$ cat src/hdl/sipq_pkg.sv
`timescale 1ns / 1ps

package sipq_pkg;

  localparam int CAPACITY = 8;
  localparam int VAL_W    = 32;
  localparam int IDX_W    = (CAPACITY > 1) ? $clog2(CAPACITY) : 1;
  localparam int CNT_W    = $clog2(CAPACITY + 1);

  // command queue between acceptance and execution
  localparam int QDEPTH = 2;
  localparam int QPTR_W = (QDEPTH > 1) ? $clog2(QDEPTH) : 1;
  localparam int QCNT_W = $clog2(QDEPTH + 1);

  typedef logic [1:0] status_t;

  localparam status_t ST_INSERTED = 2'd0;
  localparam status_t ST_FULL     = 2'd1;
  localparam status_t ST_ELEMENT  = 2'd2;
  localparam status_t ST_EMPTY    = 2'd3;

  typedef enum logic {
    OP_INSERT = 1'b0,
    OP_READ   = 1'b1
  } op_t;

  typedef struct packed {
    logic                    req_type;
    logic signed [VAL_W-1:0] new_value;
  } sipq_in_t;

  typedef struct packed {
    status_t                 status;
    logic signed [VAL_W-1:0] out_value;
    logic                    last;
  } sipq_out_t;

  typedef struct packed {
    op_t                     op;
    logic signed [VAL_W-1:0] value;
  } sipq_cmd_t;

  // queue status seen by the acceptance side and the execution side
  typedef struct packed {
    logic full;
    logic empty;
  } sipq_qstat_t;

endpackage

$ cat src/hdl/sipq_queue.sv
`timescale 1ns / 1ps

module sipq_queue (
  input  logic                clk,
  input  logic                rst_n,
  input  logic                push,
  input  sipq_pkg::sipq_cmd_t push_cmd,
  input  logic                pop,
  output sipq_pkg::sipq_cmd_t pop_cmd,
  output sipq_pkg::sipq_qstat_t stat
);
  import sipq_pkg::*;

  sipq_cmd_t           slot_r [QDEPTH];
  logic [QPTR_W-1:0]   wr_ptr_r, wr_ptr_nxt;
  logic [QPTR_W-1:0]   rd_ptr_r, rd_ptr_nxt;
  logic [QCNT_W-1:0]   cnt_r, cnt_nxt;
  logic                do_push, do_pop;

  assign stat.full  = (cnt_r == QCNT_W'(QDEPTH));
  assign stat.empty = (cnt_r == '0);
  assign do_push    = push && !stat.full;
  assign do_pop     = pop && !stat.empty;
  assign pop_cmd    = slot_r[rd_ptr_r];

  always_comb begin
    wr_ptr_nxt = wr_ptr_r;
    rd_ptr_nxt = rd_ptr_r;
    cnt_nxt    = cnt_r;
    if (do_push) begin
      wr_ptr_nxt = (wr_ptr_r == QPTR_W'(QDEPTH - 1)) ? '0 : wr_ptr_r + QPTR_W'(1);
    end
    if (do_pop) begin
      rd_ptr_nxt = (rd_ptr_r == QPTR_W'(QDEPTH - 1)) ? '0 : rd_ptr_r + QPTR_W'(1);
    end
    if (do_push && !do_pop) begin
      cnt_nxt = cnt_r + QCNT_W'(1);
    end else if (do_pop && !do_push) begin
      cnt_nxt = cnt_r - QCNT_W'(1);
    end
  end

  always_ff @(posedge clk) begin
    if (!rst_n) begin
      wr_ptr_r <= '0;
      rd_ptr_r <= '0;
      cnt_r    <= '0;
    end else begin
      wr_ptr_r <= wr_ptr_nxt;
      rd_ptr_r <= rd_ptr_nxt;
      cnt_r    <= cnt_nxt;
    end
  end

  always_ff @(posedge clk) begin
    if (do_push) begin
      slot_r[wr_ptr_r] <= push_cmd;
    end
  end

endmodule

$ cat src/hdl/sipq_back.sv
`timescale 1ns / 1ps

module sipq_back (
  input  logic                  clk,
  input  logic                  rst_n,
  input  logic                  q_empty,
  input  sipq_pkg::sipq_cmd_t   cmd,
  output logic                  pop,
  output logic                  out_strobe,
  output sipq_pkg::sipq_out_t   out_data
);
  import sipq_pkg::*;

  typedef enum logic [1:0] {
    S_IDLE = 2'b01,
    S_READ = 2'b10
  } state_t;

  state_t                  state_r, state_nxt;
  logic signed [VAL_W-1:0] store_r   [CAPACITY];
  logic signed [VAL_W-1:0] store_nxt [CAPACITY];
  logic [CNT_W-1:0]        count_r, count_nxt;
  logic [IDX_W-1:0]        idx_r, idx_nxt;
  logic                    out_strobe_r, out_strobe_nxt;
  sipq_out_t               out_data_r, out_data_nxt;
  logic [CAPACITY-1:0]     gt;
  logic                    is_full;
  logic                    do_insert;
  logic                    read_last;
  logic [CNT_W-1:0]        count_m1;

  assign is_full   = (count_r == CNT_W'(CAPACITY));
  assign pop       = (state_r == S_IDLE) && !q_empty;
  assign do_insert = pop && (cmd.op == OP_INSERT) && !is_full;
  assign count_m1  = count_r - CNT_W'(1);
  assign read_last = (CNT_W'(idx_r) == count_m1);

  // occupied slots holding a value greater than the new one; a thermometer mask
  always_comb begin
    for (int i = 0; i < CAPACITY; i++) begin
      gt[i] = (CNT_W'(i) < count_r) && (store_r[i] > cmd.value);
    end
  end

  // shift the larger entries up by one and drop the new value into the gap
  always_comb begin
    for (int i = 0; i < CAPACITY; i++) begin
      if (i > 0 && gt[(i > 0) ? i - 1 : 0]) begin
        store_nxt[i] = store_r[(i > 0) ? i - 1 : 0];
      end else if (gt[i] || CNT_W'(i) == count_r) begin
        store_nxt[i] = cmd.value;
      end else begin
        store_nxt[i] = store_r[i];
      end
    end
  end

  always_comb begin
    state_nxt      = state_r;
    count_nxt      = count_r;
    idx_nxt        = idx_r;
    out_strobe_nxt = 1'b0;
    out_data_nxt   = '0;
    unique case (state_r)
      S_IDLE: begin
        if (pop) begin
          if (cmd.op == OP_INSERT) begin
            out_strobe_nxt      = 1'b1;
            out_data_nxt.last   = 1'b1;
            out_data_nxt.status = is_full ? ST_FULL : ST_INSERTED;
            if (!is_full) begin
              count_nxt = count_r + CNT_W'(1);
            end
          end else if (count_r == '0) begin
            out_strobe_nxt      = 1'b1;
            out_data_nxt.last   = 1'b1;
            out_data_nxt.status = ST_EMPTY;
          end else begin
            idx_nxt   = '0;
            state_nxt = S_READ;
          end
        end
      end
      S_READ: begin
        out_strobe_nxt         = 1'b1;
        out_data_nxt.status    = ST_ELEMENT;
        out_data_nxt.out_value = store_r[idx_r];
        out_data_nxt.last      = read_last;
        if (read_last) begin
          state_nxt = S_IDLE;
        end else begin
          idx_nxt = idx_r + IDX_W'(1);
        end
      end
      default: begin
        state_nxt = S_IDLE;
      end
    endcase
  end

  always_ff @(posedge clk) begin
    if (!rst_n) begin
      state_r      <= S_IDLE;
      count_r      <= '0;
      idx_r        <= '0;
      out_strobe_r <= 1'b0;
    end else begin
      state_r      <= state_nxt;
      count_r      <= count_nxt;
      idx_r        <= idx_nxt;
      out_strobe_r <= out_strobe_nxt;
    end
  end

  always_ff @(posedge clk) begin
    out_data_r <= out_data_nxt;
    if (do_insert) begin
      store_r <= store_nxt;
    end
  end

  assign out_strobe = out_strobe_r;
  assign out_data   = out_data_r;

endmodule

$ cat src/hdl/sorted_insert_priority_queue.sv
`timescale 1ns / 1ps

// Sorted priority queue of up to CAPACITY signed 32-bit values, kept in
// ascending order; equal values keep arrival order. A request is taken when
// start is high and busy is low; up to two requests wait in a command queue,
// and busy rises only when that queue is full. Each result appears for one
// cycle with out_strobe and cannot be held off. An insert, or a read-out of
// an empty queue, produces one result, registered in the command queue and
// then in the output register; a read-out of N stored values takes the
// engine from S_IDLE into S_READ and then produces N consecutive results,
// popping no further command until the last. The insert is done by
// parallel compare-and-shift over all slots; the read-out rate is set by
// the single read index stepping once per cycle.
module sorted_insert_priority_queue (
  input  logic                clk,
  input  logic                rst_n,
  input  logic                start,
  output logic                busy,
  input  sipq_pkg::sipq_in_t  in_data,
  output logic                out_strobe,
  output sipq_pkg::sipq_out_t out_data
);
  import sipq_pkg::*;

  sipq_cmd_t   push_cmd;
  sipq_cmd_t   pop_cmd;
  sipq_qstat_t qstat;
  logic        push;
  logic        pop;

  // classify the request before it enters the queue
  assign busy           = qstat.full;
  assign push           = start && !busy;
  assign push_cmd.op    = in_data.req_type ? OP_READ : OP_INSERT;
  assign push_cmd.value = in_data.req_type ? '0 : in_data.new_value;

  sipq_queue u_queue (
    .clk      (clk),
    .rst_n    (rst_n),
    .push     (push),
    .push_cmd (push_cmd),
    .pop      (pop),
    .pop_cmd  (pop_cmd),
    .stat     (qstat)
  );

  sipq_back u_back (
    .clk        (clk),
    .rst_n      (rst_n),
    .q_empty    (qstat.empty),
    .cmd        (pop_cmd),
    .pop        (pop),
    .out_strobe (out_strobe),
    .out_data   (out_data)
  );

endmodule
$ cat config.mk
export PLATFORM = sky130hd
export DESIGN_NAME = sorted_insert_priority_queue
export DESIGN_NICKNAME = d
export VERILOG_FILES = /design/src/hdl/sipq_pkg.sv /design/src/hdl/sipq_queue.sv /design/src/hdl/sipq_back.sv /design/src/hdl/sorted_insert_priority_queue.sv
export SDC_FILE = /design/constraint.sdc
export NUM_CORES = 1
export LEC_CHECK = 0
export BUFFER_PORTS_ARGS = -buffer_cell sky130_fd_sc_hd__buf_4
export CAP_MARGIN = 0
export CORE_ASPECT_RATIO = 0.8
export CORE_MARGIN = 2
export CORE_UTILIZATION = 30
export DETAILED_ROUTE_END_ITERATION = 12
export PLACE_DENSITY = 0.5
export SLEW_MARGIN = 20
export SYNTH_ARGS = -nofsm -noshare
export SYNTH_HDL_FRONTEND = slang
export SYNTH_SLANG_ARGS = --single-unit
$ cat constraint.sdc
create_clock -name clk -period 6 [get_ports clk]
set_input_delay 0.9 -clock clk [delete_from_list [all_inputs] [get_ports clk]]
set_output_delay 0.9 -clock clk [all_outputs]
set_load 0.005 [all_outputs]
==> results of run 1 <==
cells by family after synthesis:
logic type	Yosys count
AND/OR/NAND/NOR	312
XOR/XNOR	10
AO/OA/AOI/OAI	303
flip-flops	372
multiplexers	325
buffers and inverters	122
adder cells (fa/ha/maj)	264
worst max-delay path, delay by kind of cell, from the launching register on:
kind | cells | cell delay, ns
compound gates | 4 | 0.86
fa+ha+maj | 1 | 0.25
buf+inv | 4 | 1.57
flops | 1 | 0.34
mux | 2 | 0.81
simple gates | 2 | 1.01
final timing paths:
| check | startpoint | depth (start not counted) | end | slack, ns |
|---|---|---|---|---|
| min reg2reg | u_back.state_r[0] | 2 | u_back.state_r[0] | 0.53 |
| max | flop | 13 | u_back.store_r[90] | 0.74 |
| max reg2reg | flop | 13 | u_back.store_r[90] | 0.74 |
| min | u_back.state_r[0] | 2 | u_back.state_r[0] | 0.53 |
synthesized netlist by cell type (4+ instances only):
cell                         n
sky130_fd_sc_hd__buf_2      16
sky130_fd_sc_hd__and2_1     12
sky130_fd_sc_hd__nor3_1     10
sky130_fd_sc_hd__inv_1      58
sky130_fd_sc_hd__mux2i_1    32
sky130_fd_sc_hd__mux4_2     64
sky130_fd_sc_hd__o21a_1      6
sky130_fd_sc_hd__clkbuf_1   33
sky130_fd_sc_hd__buf_6       6
sky130_fd_sc_hd__a211oi_1    6
sky130_fd_sc_hd__xnor2_1     8
sky130_fd_sc_hd__nand4_1    48
sky130_fd_sc_hd__nand2_1    79
sky130_fd_sc_hd__edfxtp_1  322
sky130_fd_sc_hd__nand3_1    23
sky130_fd_sc_hd__a21o_1     14
sky130_fd_sc_hd__nor2b_1    41
sky130_fd_sc_hd__nand2b_1    4
sky130_fd_sc_hd__a21oi_1   179
sky130_fd_sc_hd__mux2_1      5
sky130_fd_sc_hd__ha_1      264
sky130_fd_sc_hd__o21ai_0    38
sky130_fd_sc_hd__buf_1       8
sky130_fd_sc_hd__nor2_1     52
sky130_fd_sc_hd__or3_1       4
sky130_fd_sc_hd__mux2_2    224
sky130_fd_sc_hd__a21boi_0    6
sky130_fd_sc_hd__dfxtp_1    50
sky130_fd_sc_hd__nor4_1      9
sky130_fd_sc_hd__a221oi_1    4
sky130_fd_sc_hd__o211ai_1   11
sky130_fd_sc_hd__nand3b_1    4
sky130_fd_sc_hd__a31oi_1    11
sky130_fd_sc_hd__and4_1     11
area by class of cell:
class | count | area share [%]
diodes | 5 | 0.0485
clock buffers | 64 | 5.03
clock inverters | 18 | 0.893
inverters | 59 | 0.859
multi-input cells | 1214 | 43.7
flip-flops and latches | 372 | 41.4
well taps | 1001 | 4.86
repair buffers | 108 | 3.24
routing by layer:
| layer | routed length [um] | global-route usage, % | share of wire (%) | vias to the layer above |
|---|---|---|---|---|
| met1 | 38800 | 31.5 | 51 | 7769 |
| met3 | 4750 | 2.54 | 6.3 | 81 |
| met5 | 0 | 0 | 0 | - |
| met2 | 30800 | 27.9 | 41 | 586 |
| met4 | 1280 | 4.11 | 1.7 | 0 |
| li1 | - | - | - | 6893 |
state kept, by name, summed over array words and instances, names as in the netlist, named ones only:
signal and count:
u_back.store_r 256, u_queue.slot_r 66, u_back.out_data 35, u_back.count_r 4, u_back.idx_r 3, u_back.state_r 2
u_queue.cnt_r 2, u_back.out_strobe 1, u_queue.rd_ptr_r 1, u_queue.wr_ptr_r 1
per-stage QoR:
stage               worst slack [ns]  util [%]  area [um^2]  hold slack (ns)  std cells
global placement               0.879      32.9        24200            0.507       2754
floorplan                      0.552         -        22400            0.491       1708
global route                   0.639      35.0        25800            0.573       2836
finish                         0.745      35.0        25800            0.531       2841
detailed placement             0.840      32.9        24200            0.521       2754
CTS                            0.778      35.0        25800            0.533       2836
power by group through the flow:
stage / sequential (W) / combinational (W) / clock [W]
global route: 0.00346 / 0.00369 / 0.00302
finish: 0.00345 / 0.00335 / 0.00285
CTS: 0.00344 / 0.00333 / 0.00293
global placement: 0.00349 / 0.00329 / 0
detailed placement: 0.00349 / 0.00331 / 0
floorplan: 0.00340 / 0.00224 / 0
cells in the final DEF, fill, tap and decap left out, drive strengths merged, types with 52 or more instances in the layout:
cell type,count
nand2,79
inv,60
nor2,52
ha,264
mux2,229
a21oi,179
mux4,64
clkbuf,64
buf,108
edfxtp,322
==> run summary, run 1 <==
* **run status** finished, violations left
* **violations in the final reports** antenna rules
* **die extent in y** 248 um
* **Req. time, crit path** 6.20 ns
* **largest area contributor in the synthesized netlist** sky130_fd_sc_hd__edfxtp_1
* **Worst EP arrival** 5.46 ns
* **FP Rows** 89
* **area added between synthesis and finish** 15.4%
* **DRC violation count after routing** 0
* **power share of the combinational group** 34.7%
* **Netlist cell types** 67
* **Yosys warnings** 0
* **category of the most critical setup path** flop to flop
* **Final Wtd Congestion** 0.886
* **Layout Nets** 2099
* **sort of element at the start of the critical path** flop
* **number of vias per cell after detailed routing** 5.40
* **final global-route overflow total** 0
* **clk buf depth** 3
* **upper clock frequency limit** 190 MHz
* **maximum fanout encountered on the critical timing path** 33
* **first-pass detailed-route iteration total** 5
* **Crit-path slowest cell** sky130_fd_sc_hd__nor4b_1
* **TritonCTS clock tree** built
* **number of buffers created by CTS** 44
* **worst hold-check path type** flop to flop
* **clk_skew** 0.0234 ns
* **Final TNS setup** 0 ns
* **number of top-level design ports** 73
* **switching power total** 0.00331 W
* **post-CTS repair timing setup buffer count** 0
* **synth top area cells** sky130_fd_sc_hd__edfxtp_1 (43%), sky130_fd_sc_hd__ha_1 (15%), sky130_fd_sc_hd__mux2_2 (11%)
* **final count of negative-setup-slack endpoints** 0
* **number of sinks driven by the clock tree** 372
* **longest individual stage delay on the worst path** 0.74 ns
* **mean cell area of the mapped netlist** 13.1 um^2
* **nets in the synthesized netlist** 2008
* **share of synthesized registers carrying an async set or reset** 0%
* **fraction of layout cells with a size suffix above 1** 26.8%
* **pin count of the biggest net entering global routing** 47
* **final worst path period share** 87.6%
* **count of hold buffers inserted by post-cts repair** 0
* **total number of H-tree levels** 2
* **share of total power in sequential cells** 35.7%
* **simple-gate area share of the yosys netlist** 7.48%
* **netlist area before placement** 22400 um^2
* **storage element area** 10700 um^2
* **total of flip-flops plus latches after synthesis** 372
* **headroom to the max-slew limit** 26.6%
* **wire length per cell** 26.6 um
* **Peak VDD IR** 0.000214 V
* **core region area** 73700 um^2
* **buffers added on ports** 72
* **crit path cell chain** buf_4 -> mux2_2 -> inv_1 -> ha_1 -> nand4_1 -> nor4b_1 -> a21bo_2 -> o211ai_1 -> a211oi_1 -> mux2_2 -> buf_4 -> a31oi_4 -> buf_4
* **share of synthesized area occupied by flip-flops and latches** 47.7%
* **clock latency of the later-clocked register in the worst-skew pair** 0.58 ns
* **RSZ-0062 raised after global routing** no
* **PostCTS Resize Cnt** 0
* **via count of the first global-routing pass** 15200
* **total global-route track usage** 19.7%
* **combinational family with the most area after synthesis** multiplexers
* **post-synthesis mux area share** 19.4%
* **half-perimeter wire length of the detailed placement result** 53600 um
* **aggregate routed wire length** 75600 um
* **multi-input combinational cell area** 11300 um^2
* **wire length of the first global-routing pass** 110000 um
* **xor and xnor area share after synthesis** 0.392%
* **number of synthesized flops with an enable pin** 322
* **total internal power** 0.00633 W
* **final-report hold violation count** 0
* **post-synth top area share** 43.3%
* **leading register cell type out of synthesis** sky130_fd_sc_hd__edfxtp_1
* **total via count in the routed design** 15300
* **Clock transition at path regs** 0.07 ns
* **Switching Fraction** 34.3%
* **root buf cell** sky130_fd_sc_hd__clkbuf_16
* **FILL cells** 7202
* **starting DRC count in detailed routing** 1339
* **fraction of the mapped netlist area in compound gates** 7.85%
* **Clock Power Share** 29.5%
* **number of antenna violations at the first check in global routing** 1
* **total power per unit cell area** 374 nW/um^2
* **cell seen most often among critical-path stages** sky130_fd_sc_hd__buf_4
* **share of synthesized cell area in full adder, half adder and majority cells** 14.8%
* **max-cap violations** 0
* **Final Max Tran Viols** 0
* **number of instances in the synthesized netlist** 1708
* **endpoint type of the worst setup path** flop
* **Antenna Nets Post-Route** 1
* **area of the die** 76700 um^2
* **fin crit period** 5.26 ns
* **die outline width** 309 um
* **Final Power** 0.00964 W
* **worst slew pin tran** 1.07 ns
* **leakage power of the design** 9.39 nW
* **Initial Utilization** 30.3%
Power figures use the tool's default switching activity.
==> run 2: changes to the inputs <==
PLACE_DENSITY = 0.52   (was 0.5)
clock period = 4.8 ns   (was 6 ns; I/O delays follow)
==> run summary, run 2 (same netlist as run 1, synthesis figures left out) <==
* **first-pass detailed-route iteration total** 6, +1
* **leakage power of the design** 9.57 nW, +1.9%
* **category of the most critical setup path** flop to flop
* **register name with the most flops** u_back.store_r
* **fin crit period** 4.64 ns, -0.611 ns
* **fraction of layout cells with a size suffix above 1** 28.4%, +1.6 points
* **aggregate routed wire length** 75000 um, -0.75%
* **Antenna Nets Post-Route** 0, -1
* **most frequent cells in the layout** sky130_fd_sc_hd__edfxtp_1 (322), sky130_fd_sc_hd__ha_1 (264), sky130_fd_sc_hd__mux2_2 (224)
* **number of top-level design ports** 73, unchanged
* **worst slew pin tran** 1.03 ns, -0.0382 ns
* **wire length of the first global-routing pass** 109000 um, -0.84%
* **total global-route track usage** 19.6%, -0.13 points
* **setup ws final** 0.156 ns, -0.589 ns
* **Peak VDD IR** 0.000202 V, -5.7%
* **wire length per cell** 26.1 um, -2.0%
* **clock latency of the later-clocked register in the worst-skew pair** 0.59 ns, about the same
* **headroom to the max-slew limit** 31.0%, +4.4 points
* **DRC violation count after routing** 0, unchanged
* **final global-route overflow total** 0, unchanged
* **Final Wtd Congestion** 0.919, +3.7%
* **starting DRC count in detailed routing** 1350, +0.82%
* **Clock transition at path regs** 0.06 ns, about the same
* **count of hold buffers inserted by post-cts repair** 0, unchanged
* **die outline width** 309 um, unchanged
* **RSZ-0062 raised after global routing** no
* **buffers added on ports** 72, unchanged
* **sort of element at the start of the critical path** flop
* **Worst EP arrival** 4.97 ns, -0.49 ns
* **final-report hold violation count** 0, unchanged
* **die extent in y** 248 um, unchanged
* **worst setup timing slack at the placement stage** -0.0769 ns, -0.917 ns
* **number of sinks driven by the clock tree** 372, unchanged
* **final antenna diode count** 0, -5
* **utilization after layout** 35.4%, +0.43 points
* **clk_skew** 0.0158 ns, -0.00753 ns
* **pin count of the biggest net entering global routing** 47, unchanged
* **area added between synthesis and finish** 16.8%
* **root buf cell** sky130_fd_sc_hd__clkbuf_16
* **number of antenna violations at the first check in global routing** 2, +1
* **max reg flops** 256, unchanged
* **worst hold-check path type** input port to flop
* **area of the die** 76700 um^2, unchanged
* **Req. time, crit path** 5.13 ns, -1.07 ns
* **number of vias per cell after detailed routing** 5.38, -0.28%
* **most frequent standard cell in the layout excluding fill and tap cells** sky130_fd_sc_hd__edfxtp_1
* **final worst path period share** 96.7%, +9.2 points
* **total power per unit cell area** 461 nW/um^2, +23%
* **Layout Nets** 2139, +1.9%
* **via count of the first global-routing pass** 15500, +1.7%
* **FILL cells** 7256, +0.75%
* **TritonCTS clock tree** built
* **maximum fanout encountered on the critical timing path** 23, -30%
* **post-CTS repair timing setup buffer count** 0, unchanged
* **clk buf depth** 3, unchanged
* **endpoint type of the worst setup path** flop
* **core region area** 73700 um^2, unchanged
* **Initial Utilization** 30.3%, unchanged
* **half-perimeter wire length of the detailed placement result** 54000 um, +0.90%
* **Final Max Tran Viols** 0, unchanged
* **total via count in the routed design** 15500, +0.95%
* **Final Power** 0.0120 W, +25%
* **run status** finished clean
* **max-cap violations** 0, unchanged
* **count of placed standard cells in the final layout, fillers left out** 2876, +1.2%
* **FP Rows** 89, unchanged
* **number of buffers created by CTS** 44, unchanged
* **upper clock frequency limit** 215 MHz, +13%
* **total number of H-tree levels** 2, unchanged
* **placed cell count** 2794, +1.5%
* **final count of negative-setup-slack endpoints** 0, unchanged
## run 2: cell types whose count changed in the layout (fill, tap and decap cells not counted), moves of 2 or more
cell	before	now
sky130_fd_sc_hd__buf_4	106	135
sky130_fd_sc_hd__buf_12	2	12
sky130_fd_sc_hd__bufinv_16	5	0
sky130_fd_sc_hd__diode_2	5	0
sky130_fd_sc_hd__clkinv_1	2	4
sky130_fd_sc_hd__clkinv_2	7	5
sky130_fd_sc_hd__clkinvlp_4	2	4
## run 2: layout make-up
class                   instances  area (um^2)  area share (%)
clock buffers                  65         1310            5.02
clock inverters                17          108           0.412
inverters                      59          221           0.848
multi-input cells            1214        11300            43.2
flip-flops and latches        372        10700            40.9
well taps                    1001         1250            4.80
repair buffers                148         1260            4.84
## run 2: worst paths after layout
| kind | startpoint | to | slack [ns] | depth (start not counted) |
|---|---|---|---|---|
| setup / recovery | flop | u_back.store_r[117] | 0.16 | 14 |
| hold / removal | rst_n | u_back.state_r[0] | 0.43 | 2 |
| setup reg to reg | flop | u_back.store_r[117] | 0.16 | 14 |
| hold reg to reg | u_back.state_r[0] | u_back.state_r[0] | 0.55 | 2 |
## run 2: repair_timing
| action | in CTS | in global routing |
|---|---|---|
| pin swaps | 0 | 0 |
| endpoints found under the setup margin | 15 | 21 |
| gates resized for setup | 1 | 2 |
## run 2: stage by stage
| step | setup TNS, ns | hold slack [ns] | instance area, um^2 |
|---|---|---|---|
| 4_1_cts | 0 | 0.405 | 26100 |
| 5_1_grt | 0 | 0.424 | 26100 |
| 3_3_place_gp | 0 | 0.505 | 24700 |
| 6_report | 0 | 0.427 | 26100 |
| 2_1_floorplan | 0 | 0.491 | 22400 |
| 3_5_place_dp | -0.979 | 0.532 | 24700 |
## run 2: critical path, stage by stage, from the launching register on
cell and delay [ns]:
sky130_fd_sc_hd__dfxtp_2 0.45, sky130_fd_sc_hd__buf_12 0.23, sky130_fd_sc_hd__mux2_2 0.44, sky130_fd_sc_hd__inv_1 0.22
sky130_fd_sc_hd__buf_4 0.20, sky130_fd_sc_hd__ha_1 0.19, sky130_fd_sc_hd__nand4_1 0.23, sky130_fd_sc_hd__nor4b_2 0.40
sky130_fd_sc_hd__buf_4 0.22, sky130_fd_sc_hd__a21bo_2 0.28, sky130_fd_sc_hd__o211ai_1 0.21, sky130_fd_sc_hd__a21oi_1 0.19
sky130_fd_sc_hd__mux2_2 0.40, sky130_fd_sc_hd__buf_6 0.29, sky130_fd_sc_hd__mux2_2 0.38
## run 2: routing by layer
| metal | track usage, % | up-vias | wire length [um] |
|---|---|---|---|
| met5 | 0.943 | - | 117 |
| met4 | 4.84 | 5 | 1590 |
| met3 | 4.57 | 88 | 6150 |
| met2 | 27.5 | 543 | 30300 |
| met1 | 29.8 | 7844 | 36800 |
| li1 | - | 6995 | - |
## run 2: power breakdown
part / switching (W) / internal (W)
Combinational: 0.00257 / 0.00185
Clock: 0.00142 / 0.00190
Sequential: 0.000225 / 0.00408
==> run 3: changes to the inputs <==
CAP_MARGIN = unset   (was 0)
PLACE_DENSITY = 0.5   (was 0.52)
SYNTH_HIERARCHICAL = 1   (was unset)
clock period = 4.6 ns   (was 4.8 ns; I/O delays follow)
==> run summary, run 3 <==
* **clk buf depth** 3, unchanged
* **category of the most critical setup path** flop to flop
* **maximum fanout encountered on the critical timing path** 29, +26%
* **Final Max Tran Viols** 0, unchanged
* **TritonCTS clock tree** built
* **final worst path period share** 94.7%, -2.0 points
* **cell seen most often among critical-path stages** sky130_fd_sc_hd__buf_12
* **run status** finished clean
* **Clock Power Share** 27.4%, -0.2 points
* **final antenna diode count** 0, unchanged
* **leading cell type by number of instances after synthesis** sky130_fd_sc_hd__edfxtp_1
* **Antenna Nets Post-Route** 0, unchanged
* **core region area** 75200 um^2, +2.0%
* **netlist area before placement** 22800 um^2, +1.9%
* **hold path startpoint** rst_n
* **Peak VDD IR** 0.000220 V, +8.8%
* **count of hold buffers inserted by post-cts repair** 0, unchanged
* **share of total power in sequential cells** 32.6%, -3.1 points
* **number of sinks driven by the clock tree** 372, unchanged
* **Initial Utilization** 30.3%, -0.051 points
* **fin crit period** 4.36 ns, -0.286 ns
* **half-perimeter wire length of the detailed placement result** 51600 um, -4.4%
* **final count of negative-setup-slack endpoints** 0, unchanged
* **total via count in the routed design** 15100, -2.6%
* **clock latency of the later-clocked register in the worst-skew pair** 0.60 ns, about the same
* **mean cell area of the mapped netlist** 13.8 um^2, +5.8%
* **wire length per cell** 24.4 um, -6.4%
* **endpoint type of the worst setup path** flop
* **first-pass detailed-route iteration total** 5, -1
* **most frequent standard cell in the layout excluding fill and tap cells** sky130_fd_sc_hd__edfxtp_1
* **CP delay by family, top** compound AO/OA/AOI/OAI gates
* **most frequent cells after synthesis** sky130_fd_sc_hd__edfxtp_1 (322), sky130_fd_sc_hd__ha_1 (265), sky130_fd_sc_hd__mux2_2 (195)
* **largest area contributor in the synthesized netlist** sky130_fd_sc_hd__edfxtp_1
* **Clock transition at path regs** 0.06 ns, about the same
* **number of antenna violations at the first check in global routing** 0, -2
* **Layout Nets** 2099, -1.9%
* **final global-route overflow total** 0, unchanged
* **starting DRC count in detailed routing** 1247, -7.6%
* **DRC violation count after routing** 0, unchanged
* **clk_skew** 0.0234 ns, +0.00756 ns
* **upper clock frequency limit** 229 MHz, +6.6%
* **share of synthesized area occupied by flip-flops and latches** 46.9%, -0.88 points
* **Final Power** 0.0141 W, +17%
* **number of instances in the synthesized netlist** 1645, -3.7%
* **post-CTS repair timing setup buffer count** 0, unchanged
* **sort of element at the start of the critical path** flop
* **leakage power of the design** 10.4 nW, +8.4%
* **Final TNS setup** 0 ns, unchanged
* **worst slew pin tran** 0.983 ns, -0.0510 ns
* **max reg flops** 256, unchanged
* **power share of the combinational group** 39.9%, +3.2 points
* **total of flip-flops plus latches after synthesis** 372, unchanged
* **fraction of layout cells with a size suffix above 1** 31.6%, +3.2 points
* **leading register cell type out of synthesis** sky130_fd_sc_hd__edfxtp_1
* **total power per unit cell area** 523 nW/um^2, +13%
* **total global-route track usage** 17.6%, -1.9 points
* **most frequent cells in the layout** sky130_fd_sc_hd__edfxtp_1 (322), sky130_fd_sc_hd__ha_1 (265), sky130_fd_sc_hd__mux2_2 (195)
* **total number of H-tree levels** 2, unchanged
* **die extent in y** 250 um, +0.91%
* **die outline width** 312 um, +0.92%
* **Crit-path slowest cell** sky130_fd_sc_hd__a221oi_1
* **max-cap violations** 0, unchanged
* **Netlist cell types** 69, +3.0%
* **area added between synthesis and finish** 18.2%
* **buffers added on ports** 72, unchanged
* **synth top area cells** sky130_fd_sc_hd__edfxtp_1 (42%), sky130_fd_sc_hd__ha_1 (15%), sky130_fd_sc_hd__mux2_2 (9.6%)
* **number of buffers created by CTS** 45, +2.3%
* **headroom to the max-slew limit** 34.4%, +3.4 points
* **setup ws final** 0.242 ns, +0.0858 ns
* **number of synthesized flops with an enable pin** 322, unchanged
* **final-report hold violation count** 0, unchanged
* **via count of the first global-routing pass** 15300, -1.3%
* **buffers plus inverters on the worst setup path** 4, -1
* **Req. time, crit path** 4.87 ns, -0.26 ns
* **Yosys warnings** 6, +6
* **number of vias per cell after detailed routing** 5.29, -1.6%
* **crit path cell chain** buf_12 -> mux2_2 -> inv_1 -> ha_1 -> and4_1 -> a221oi_1 -> o211ai_1 -> a21oi_1 -> o221ai_4 -> buf_4 -> a31oi_4 -> buf_12
* **wire length of the first global-routing pass** 103000 um, -5.3%
* **Final Wtd Congestion** 0.864, -6.0%
* **aggregate routed wire length** 69500 um, -7.3%
* **pin count of the biggest net entering global routing** 53, +13%
* **share of synthesized registers carrying an async set or reset** 0%, unchanged
* **RSZ-0062 raised after global routing** no
* **Worst EP arrival** 4.63 ns, -0.34 ns
* **root buf cell** sky130_fd_sc_hd__clkbuf_16
* **number of top-level design ports** 73, unchanged
* **switching power total** 0.00486 W, +15%
* **PostCTS Resize Cnt** 0, -1
* **total internal power** 0.00921 W, +18%
* **post-synth top area share** 42.5%, -0.79 points
* **worst hold-check path type** input port to flop
* **utilization after layout** 35.8%, +0.35 points
* **nets in the synthesized netlist** 1946, -3.1%
* **worst setup timing slack at the placement stage** 0.288 ns, +0.365 ns
* **area of the die** 78100 um^2, +1.8%
* **FP Rows** 90, +1.1%
* **longest individual stage delay on the worst path** 0.64 ns, +0.19 ns
* **register name with the most flops** u_back/store_r
* **Switching Fraction** 34.5%, -0.48 points
run 3: cell types whose count changed in the layout (fill, tap and decap cells not counted), moves of 9 or more:
cell | before | now
sky130_fd_sc_hd__nand4_1 | 48 | 60
sky130_fd_sc_hd__a21oi_1 | 179 | 82
sky130_fd_sc_hd__a21o_1 | 13 | 87
sky130_fd_sc_hd__nand2_1 | 79 | 36
sky130_fd_sc_hd__o21ai_0 | 38 | 27
sky130_fd_sc_hd__mux2_4 | 0 | 60
sky130_fd_sc_hd__nand3_1 | 23 | 7
sky130_fd_sc_hd__bufinv_16 | 0 | 9
sky130_fd_sc_hd__buf_12 | 12 | 22
sky130_fd_sc_hd__mux2_2 | 224 | 195
run 3: cells by family after synthesis:
kind of cell / after synthesis / share of synthesized area (%)
AND/OR/NAND/NOR: 271 / 6.69
XOR/XNOR: 10 / 0.385
flip-flops: 372 / 46.9
adder cells (fa/ha/maj): 265 / 14.6
AO/OA/AOI/OAI: 265 / 7.65
multiplexers: 356 / 21.6
buffers and inverters: 106 / 2.27
run 3: power groups by stage:
| stage | logic (W) | clock network [W] | registers (W) |
|---|---|---|---|
| 2_1_floorplan | 0.00374 | 0 | 0.00448 |
| 3_3_place_gp | 0.00545 | 0 | 0.00465 |
| 3_5_place_dp | 0.00558 | 0 | 0.00466 |
| 4_1_cts | 0.00561 | 0.00397 | 0.00459 |
| 5_1_grt | 0.00617 | 0.00410 | 0.00462 |
| 6_report | 0.00562 | 0.00386 | 0.00459 |
run 3: per-layer routing:
metal  up-vias  GRT usage [%]  part of all wire [%]
li1       6828              -                     -
met1      7732           27.6                    51
met2       440           25.2                    41
met3        71           3.02                   5.9
met4         0           3.64                   1.5
met5         -              0                     0
run 3: through the flow:
step           instances  area, um^2  hold slack [ns]
6_report            2847       26900            0.394
3_3_place_gp        2763       25300            0.492
3_5_place_dp        2763       25300            0.540
5_1_grt             2847       26900            0.390
4_1_cts             2847       26900            0.369
2_1_floorplan       1645       22800            0.480
run 3: layout make-up:
cell class	count	area, um^2
Fill cell	7365	48300
Clock buffer	55	1190
Inverter	52	195
Sequential cell	372	10700
Tap cell	1012	1270
Timing Repair Buffer	160	1480
Clock inverter	29	397
Multi-Input combinational cell	1167	11700
run 3: worst paths after layout:
path                             end  slack [ns]  cells past startpoint
hold reg to reg    u_back/state_r[0]        0.53                      2
setup / recovery  u_back/store_r[80]        0.24                     12
setup reg to reg  u_back/store_r[80]        0.24                     12
hold / removal     u_back/state_r[0]        0.39                      2
